### src/tgb_pkg.sv
`timescale 1ns / 1ps
`default_nettype none
// ----------------------------------------------------------------------------
// tgb_pkg: shared constants and types for the gap buffer editor
// Holds action and status codes, storage geometry and the command struct.
// ----------------------------------------------------------------------------
package tgb_pkg;
	localparam int BufferDepth = 1024;
	localparam int GapW = $clog2(BufferDepth);
	localparam int PosW = $clog2(BufferDepth + 1);

	localparam logic [3:0] ActInsert   = 4'd0;
	localparam logic [3:0] ActDelete   = 4'd1;
	localparam logic [3:0] ActFwd      = 4'd2;
	localparam logic [3:0] ActBack     = 4'd3;
	localparam logic [3:0] ActFwdWord  = 4'd4;
	localparam logic [3:0] ActBackWord = 4'd5;
	localparam logic [3:0] ActStart    = 4'd6;
	localparam logic [3:0] ActEnd      = 4'd7;
	localparam logic [3:0] ActDelWord  = 4'd8;
	localparam logic [3:0] ActRead     = 4'd9;

	localparam logic [1:0] StOk    = 2'd0;
	localparam logic [1:0] StFull  = 2'd1;
	localparam logic [1:0] StRange = 2'd2;

	typedef struct packed {
		logic [3:0]      action;
		logic [7:0]      char_in;
		logic [GapW-1:0] text_index;
	} cmd_t;

	function automatic logic is_delim(input logic [7:0] c);
		return (c == 8'h20) || (c == 8'h0a);
	endfunction
endpackage
`default_nettype wire

### src/tgb_cmd_queue.sv
`timescale 1ns / 1ps
`default_nettype none
// ----------------------------------------------------------------------------
// tgb_cmd_queue: front end command queue
// Accepts commands and holds up to two for the execution engine.
// ----------------------------------------------------------------------------
module tgb_cmd_queue (
	input  wire                 clk,
	input  wire                 arst_n,
	input  wire                 in_valid,
	output logic                in_stall,
	input  wire  tgb_pkg::cmd_t in_cmd,
	output logic                out_valid,
	input  wire                 out_take,
	output tgb_pkg::cmd_t       out_cmd
);
	tgb_pkg::cmd_t ent_q [2];
	logic          rd_ptr_q, wr_ptr_q;
	logic [1:0]    count_q;
	logic          push, pop;

	assign in_stall  = (count_q == 2'd2);
	assign push      = in_valid && !in_stall;
	assign out_valid = (count_q != 2'd0);
	assign pop       = out_valid && out_take;
	assign out_cmd   = ent_q[rd_ptr_q];

	always_ff @(posedge clk) begin
		if (push) begin
			ent_q[wr_ptr_q] <= in_cmd;
		end
	end

	always_ff @(posedge clk or negedge arst_n) begin
		if (!arst_n) begin
			rd_ptr_q <= 1'b0;
			wr_ptr_q <= 1'b0;
			count_q  <= 2'd0;
		end else begin
			if (push) wr_ptr_q <= !wr_ptr_q;
			if (pop) rd_ptr_q <= !rd_ptr_q;
			count_q <= count_q + {1'b0, push} - {1'b0, pop};
		end
	end

`ifndef NO_ASSERTIONS
	a_no_overflow: assert property (@(posedge clk) disable iff (!arst_n)
		count_q == 2'd2 |-> !push) else $error("queue overflow");
	a_count_range: assert property (@(posedge clk) disable iff (!arst_n)
		count_q != 2'd3) else $error("bad queue count");
	a_empty_ptrs: assert property (@(posedge clk) disable iff (!arst_n)
		count_q == 2'd0 |-> rd_ptr_q == wr_ptr_q) else $error("pointer slip");
`endif
endmodule
`default_nettype wire

### config.mk
export PLATFORM = sky130hd
export DESIGN_NAME = tgb_cmd_queue
export DESIGN_NICKNAME = d
export VERILOG_FILES = /design/src/tgb_pkg.sv /design/src/tgb_cmd_queue.sv
export SDC_FILE = /design/constraint.sdc
export NUM_CORES = 1
export LEC_CHECK = 0
export BUFFER_PORTS_ARGS = -buffer_cell sky130_fd_sc_hd__buf_2
export CORE_MARGIN = 2
export CORE_UTILIZATION = 45
export CTS_BUF_LIST = sky130_fd_sc_hd__clkbuf_4 sky130_fd_sc_hd__clkbuf_8
export DETAILED_ROUTE_END_ITERATION = 12
export HOLD_SLACK_MARGIN = 0.12
export PLACE_DENSITY_LB_ADDON = 0.1
export SLEW_MARGIN = 20
export SYNTH_ARGS = -nofsm -noshare
export SYNTH_HDL_FRONTEND = slang
export SYNTH_SLANG_ARGS = --single-unit
### constraint.sdc
create_clock -name clk -period 1.9 [get_ports clk]
set_input_delay 0.095 -clock clk [delete_from_list [all_inputs] [get_ports clk]]
set_output_delay 0.095 -clock clk [all_outputs]
set_load 0.05 [all_outputs]
### Word-level counts from Yosys, hierarchy flattened

Memories as Yosys holds them, arrays and structs flattened.
Index checks and enable logic that the tools add are counted.
W data, S select, Z words.

| storage, ports and cells | value |
|---|---|
| RAM bits | 44 |
| flip-flop bits (word level) | 4 |
| memories | 1 |
| word-level logic and storage cells | 15 |
| input port bits | 26 |

Memories:

| memory | depth | bits a word | read ports | clocked after Yosys merged registers in | wr ports | RTL line | source |
|---|---|---|---|---|---|---|---|
| ent_q | 2 | 22 | 1 | 0 | 1 | tgb_cmd_queue.sv:17 | `tgb_pkg::cmd_t ent_q [2];` |

| operators by class | value |
|---|---|
| multiplexer cells | 2 |
| equality and inequality tests | 1 |
| $add $sub $neg | 2 |
| reductions and logical operators | 6 |

Operators by type and width:

| kind | count |
|---|---|
| $logic_not A1 Y1 | 3 |
| $add A2 B1 Y2 | 1 |
| $eq A2 B2 Y1 const B | 1 |
| $logic_and A1 B1 Y1 | 2 |
| $mux W1 | 2 |
| $reduce_bool A2 Y1 | 1 |
| $sub A2 B1 Y2 | 1 |

### Longest topological paths before layout

Gate-level depths: netlist of run 1.

| depth | value |
|---|---|
| depth after elaboration | 5 |
| mapped depth | 7 |
| depth with buffers taken out | 7 |

### Worst setup path after synthesis of run 1

OpenSTA, ideal clock, no wires.

| path | value |
|---|---|
| path type | register to register |
| start | register count_q[1] |
| end | memory ent_q[0][0] (netlist name) (enable) |
| stages on the path, launching flop included | 4 |
| buffers on the path | 0 |
| required time | 1.499 ns |
| data arrival time | 1.537 ns |
| clock period less this slack | 1.937 ns |
| slack | -0.037 ns |
| cell sequence | dfrtp_1 > nand2b_1 > nand2_1 > nor2_1 |

| between the ends | value |
|---|---|
| cells in the longest elaborated chain, start to end | 5 |

Ends and longest elaborated chain:

| what | RTL line | source |
|---|---|---|
| from (decl) | tgb_cmd_queue.sv:19 | `logic [1:0] count_q;` |
| from (signal assigned) | tgb_cmd_queue.sv:42 | `count_q <= count_q + {1'b0, push} - {1'b0, pop};` |
| $eq A2 B2 Y1 | tgb_cmd_queue.sv:22 | `assign in_stall = (count_q == 2'd2);` |
| $logic_not A1 Y1 | tgb_cmd_queue.sv:23 | `assign push = in_valid && !in_stall;` |
| $logic_and A1 B1 Y1 | tgb_cmd_queue.sv:23 |  |
| $mux W1 | tgb_cmd_queue.sv:29 | `if (push) begin` |
| $mux W1 (implied by the code) | tgb_cmd_queue.sv:30 | `ent_q[wr_ptr_q] <= in_cmd;` |
| to (decl) | tgb_cmd_queue.sv:17 |  |

Every way passes these cells.

==> results of run 1 <==
## routing by layer
layer / vias up / track usage / wire (um)
met1: 468 / 0.154 / 1130
met5: - / 0 / 0
li1: 492 / - / -
met4: 0 / 0.0825 / 65
met2: 29 / 0.244 / 1640
met3: 6 / 0.0329 / 153
## synth_stat cells
cell,count
edfxtp_1,44
mux2_4,19
dfrtp_1,4
mux2_1,3
xnor2_1,3
buf_6,2
ha_1,2
inv_1,2
and2_4,1
and3_1,1
nand2_1,1
nand2b_1,1
nor2_1,1
or2_4,1
xor2_1,1
## path summary, 6_finish.rpt
kind	start	to	slack, ns	depth (start not counted)
max in group asynchronous	arst_n	rd_ptr_q	1.65	2
max	rd_ptr_q	out_cmd[21]	0.12	3
max reg2reg	count_q[1]	count_q[1]	0.19	7
min reg2reg	wr_ptr_q	wr_ptr_q	0.52	1
min	arst_n	count_q[0]	0.13	2
min in group clk	in_valid	wr_ptr_q	0.15	3
## final cells by class
cell class / count / share of cell area
Inverter: 2 / 0.00294
Sequential cell: 48 / 0.557
Clock buffer: 6 / 0.0299
Timing Repair Buffer: 77 / 0.207
Multi-Input combinational cell: 34 / 0.164
Clock inverter: 2 / 0.0137
Tap cell: 50 / 0.0245
## state kept, by name (all words and copies together), names as in the netlist
register,cells
count_q,2
rd_ptr_q,1
wr_ptr_q,1
ent_q,44
## logic make-up after synthesis
logic type                 after synthesis  share of synthesized area
adders and majority gates                2                     0.0134
and+or+nand+nor                          6                     0.0201
buffers and inverters                    4                     0.0161
muxes                                   22                      0.171
xor gates and xnor gates                 4                     0.0188
DFF                                     48                      0.761
## per-stage QoR
stage          power [mW]  worst slack (ns)  hold WS [ns]  utilization
6_report             4.25             0.124         0.132        0.637
2_1_floorplan        3.15             0.173        -0.201            -
4_1_cts              4.30            0.0845         0.125        0.637
3_3_place_gp         3.51             0.262       -0.0983        0.550
5_1_grt              4.44            0.0625         0.156        0.637
3_5_place_dp         3.55             0.223       -0.0967        0.550
## where the power goes
group          switching [mW]  internal (mW)  total, mW
combinational            1.27          0.692       1.97
sequential              0.115           1.45       1.57
clock                   0.308          0.404      0.712
==> impl_metrics.toml, run 1 <==
[status]
status = "finished, final reports clean"

[layout]
regArea_um2 = 1420
multi_input_area_um2 = 419
synthToLayoutAreaGrowth_pct = 36.5
final_area_um2 = 2550
n_antenna_cell = 0
nets = 196
drive_above_1_share = 0.491
layout_common_cells = "buf_2 (49), edfxtp_1 (44), dlygate4sd3_1 (24), mux2_4 (19), clkbuf_8 (5)"
fillers = 296
stdcell_count = 219
mostFrequentLayoutCell = "buf_2"

[logic_synthesis]
synthCells = 86
synth_top_area_frac = 0.707
synth_area_leaders = "edfxtp_1 (71%), mux2_4 (15%), dfrtp_1 (5.4%)"
seq_area_frac_synth = 0.761
ys_warn_count = 0
syn_area_um2 = 1870
yosys_register_bits = 48
avgSynthCellArea_um2 = 21.7
ys_types = 15
synth_fp_nets = 114
yosys.area.top_type = "edfxtp_1"

[cts]
cts_root_buf = "clkbuf_8"
clockBufferDepth = 2
clock_latency_ns = 0.29
clkTransAtPathRegs_ns = 0.08
cts_resized = 0
cts_tree = "built"
cts_hold_buf = 24
cts.sinks = 48
htreeDepth = 2
post_cts_buffers = 0
cts_buffers = 5

[drt]
post_drt_wl_per_cell_um = 13.7
final_antenna_net_count = 0
wl_um = 2990
via_per_inst = 4.54
first_pass_iters = 4
vias = 995
drt_iter0_markers = 35
drc = 0

[run]
cap_viol_max_count = 0

[sta]
fin_skew_ns = 0.00416
period_minus_slack_ns = 1.78
hold_viol_final = 0
drv_slew = 0
tns_ns = 0
setup_viol_count_final = 0
worstMarginPinSlew_ns = 0.392
fmax_ghz = 0.563
post-route-period-util = 0.935
rsz0062_at_grt = "false"
slew_headroom = 0.738

[global_route]
grt_max_degree = 23
grt_pass1_wl_um = 4510
grt_overflow_total = 0
grt_use_total = 0.140
antenna_found_initial = 0
grt_pass1_vias = 1038

[die]
ios = 50
die_area_um2 = 4680
start_util = 0.467
fp.dieW_um = 68.4
coreArea_um2 = 4000
num_rows = 23
chipHeight_um = 68.4

[setup_path]
worst-path-max-fanout = 18
crit_required_ns = 1.80
crit_type = "reg -> out"
crit_arrival_ns = 1.68
max_stage_delay_ns = 0.58
cp_top_family = "flip-flops"
start_kind = "register"
cp_num_buf_inv = 2
worstSetupEndpointType = "output port"
worstPathCellList = "buf_12 > mux2_1 > buf_2"
cp_slowest_cell = "dfrtp_1"

[power]
vdd_drop_max_uv = 956
p_leak_nw = 1.06
p_per_area_nw_per_um2 = 1670

[placement]
place.port_buffers = 49
placed_cell_area_um2 = 2200
hpwl_um = 1950
dp_cells = 187
gp_congestion = 0.685

[hold_path]
min_path_type = "in -> async"
Power figures use the tool's default switching activity.
==> run 2: changes to the inputs <==
--- a/config.mk
+++ b/config.mk
@@ -6,6 +6,7 @@
 export NUM_CORES = 1
 export LEC_CHECK = 0
 export BUFFER_PORTS_ARGS = -buffer_cell sky130_fd_sc_hd__buf_2
+export CORE_ASPECT_RATIO = 1.5
 export CORE_MARGIN = 2
 export CORE_UTILIZATION = 45
 export CTS_BUF_LIST = sky130_fd_sc_hd__clkbuf_4 sky130_fd_sc_hd__clkbuf_8
==> run 2 against run 1 <==
- maximum frequency increased by 6.4%
- critical path depth rose by 4
- total power is 3.0% lower
- non-clock buffer count up 1
- design area decreased by 0.74%
- register-to-register slack improved by 0.04 ns
- count of clock-buffer cells in the layout grew 2
- critical path type is now reg -> reg
==> impl_metrics.toml, run 2 (synthesis results as in run 1) <==
[status]
status = "finished, final reports clean"

[power]
p_total_mw = 4.12
power_switching_mw = 1.66
p_per_area_nw_per_um2 = 1630
vdd_drop_max_uv = 1100
p_leak_nw = 1.05
sw_frac_of_total = 0.404
internal_power_mw = 2.45
seqPwrFrac = 0.372
power_frac_clock = 0.145
share_comb_of_total_power = 0.483

[global_route]
antenna_found_initial = 0
grt_pass1_wl_um = 4790
grt_pass1_vias = 1045
grt_use_total = 0.135
grt_overflow_total = 0
grt_max_degree = 18

[die]
ios = 50
num_rows = 28
start_util = 0.472
coreArea_um2 = 3960
fp.dieW_um = 56.6
chipHeight_um = 82.9
die_area_um2 = 4690

[cts]
cts_tree = "built"
post_cts_buffers = 0
htreeDepth = 2
cts_buffers = 5
clockBufferDepth = 2
cts_hold_buf = 24
cts.sinks = 48
cts_resized = 0
clkTransAtPathRegs_ns = 0.07
clock_latency_ns = 0.29
cts_root_buf = "clkbuf_8"

[placement]
hpwl_um = 2010
gp_congestion = 0.657
dpl_worst_slack_ns = 0.240
dp_cells = 183
place.port_buffers = 49

[setup_path]
crit_start = "count_q[1]"
worst-path-max-fanout = 3
timing.rr.end = "count_q[1]"
r2r_start = "count_q[1]"
crit_arrival_ns = 1.88
r2r_cells = 7
worstSetupEndpointType = "register"
worst-r2r-setup-slack_ns = 0.23
cp_slowest_cell = "dfrtp_1"
max_stage_delay_ns = 0.41
worstPathCellList = "or2_4 > and2_4 > ha_1 > inv_1 > ha_1 > xnor2_1 > xnor2_1"
crit_type = "reg -> reg"
start_kind = "register"
crit_required_ns = 2.11

[drt]
via_per_inst = 4.62
vias = 993
wl_um = 2800
final_antenna_net_count = 0
first_pass_iters = 3
post_drt_wl_per_cell_um = 13.0
drc = 0
drt_iter0_markers = 29

[sta]
worstMarginPinSlew_ns = 0.335
tns_ns = 0
hold_viol_final = 0
fin_skew_ns = 0.00279
drv_slew = 0
slew_headroom = 0.776
period_minus_slack_ns = 1.67
post-route-period-util = 0.878
setup_viol_count_final = 0
fmax_ghz = 0.599
setup_slack_ns = 0.231
rsz0062_at_grt = "false"

[layout]
synthToLayoutAreaGrowth_pct = 35.5
layout_common_cells = "buf_2 (49), edfxtp_1 (44), dlygate4sd3_1 (24), mux2_4 (19), clkbuf_8 (5)"
finish.utilization = 0.639
mostFrequentLayoutCell = "buf_2"
largest_reg_flops = 44
top_register = "ent_q"
nets = 197
n_antenna_cell = 0
drive_above_1_share = 0.494
stdcell_count = 215
top_regs = "ent_q (44), count_q (2)"

[run]
cap_viol_max_count = 0

[hold_path]
min_path_type = "in -> async"
==> run 2: cell types whose count changed in the layout (fill, tap and decap cells not counted) <==
cell       before  now
buf_4           3    4
clkbuf_4        1    3
bufinv_16       1    0
clkinv_2        1    0
==> run 2: layer usage <==
layer	track usage	wire [um]	vias up
met5	0	0	-
met4	0.0455	45	0
met3	0.0405	142	6
met2	0.240	1520	32
met1	0.148	1100	461
li1	-	-	494
==> run 2: cell type report <==
| class | instances | area, um2 |
|---|---|---|
| repair buffers | 78 | 536 |
| fillers | 300 | 1430 |
| flip-flops and latches | 48 | 1420 |
| well taps | 45 | 56.3 |
| inverters | 2 | 7.51 |
| multi-input cells | 34 | 419 |
| clock buffers | 8 | 91.3 |
==> run 2: power groups by stage <==
stage	clock [mW]	sequential (mW)	combinational, mW
after floorplan	0	1.55	1.60
after global placement	0	1.54	1.96
after detailed placement	0	1.56	1.98
after CTS	0.622	1.54	2.02
after global routing	0.654	1.57	2.11
final	0.596	1.53	1.99
==> run 2: stage by stage <==
stage / area (um2) / hold slack [ns]
floorplan: 1870 / -0.201
global placement: 2200 / -0.0946
detailed placement: 2200 / -0.0960
CTS: 2530 / 0.132
global route: 2530 / 0.145
finish: 2530 / 0.134
==> run 2: critical path, delay by kind of cell (launching register included) <==
| family | cells | cell delay (ns) |
|---|---|---|
| fa+ha+maj | 2 | 0.44 |
| simple gates | 2 | 0.42 |
| flops | 1 | 0.41 |
| xor+xnor | 2 | 0.30 |
| buf+inv | 1 | 0.04 |
==> run 2: worst max-delay path by stage <==
stage / to / slack [ns] / depth (start not counted)
global route: count_q[1] / 0.16 / 7
detailed placement: count_q[1] / 0.24 / 7
floorplan: count_q[1] / 0.17 / 7
finish: count_q[1] / 0.23 / 7
global placement: count_q[1] / 0.27 / 7
CTS: count_q[1] / 0.22 / 7
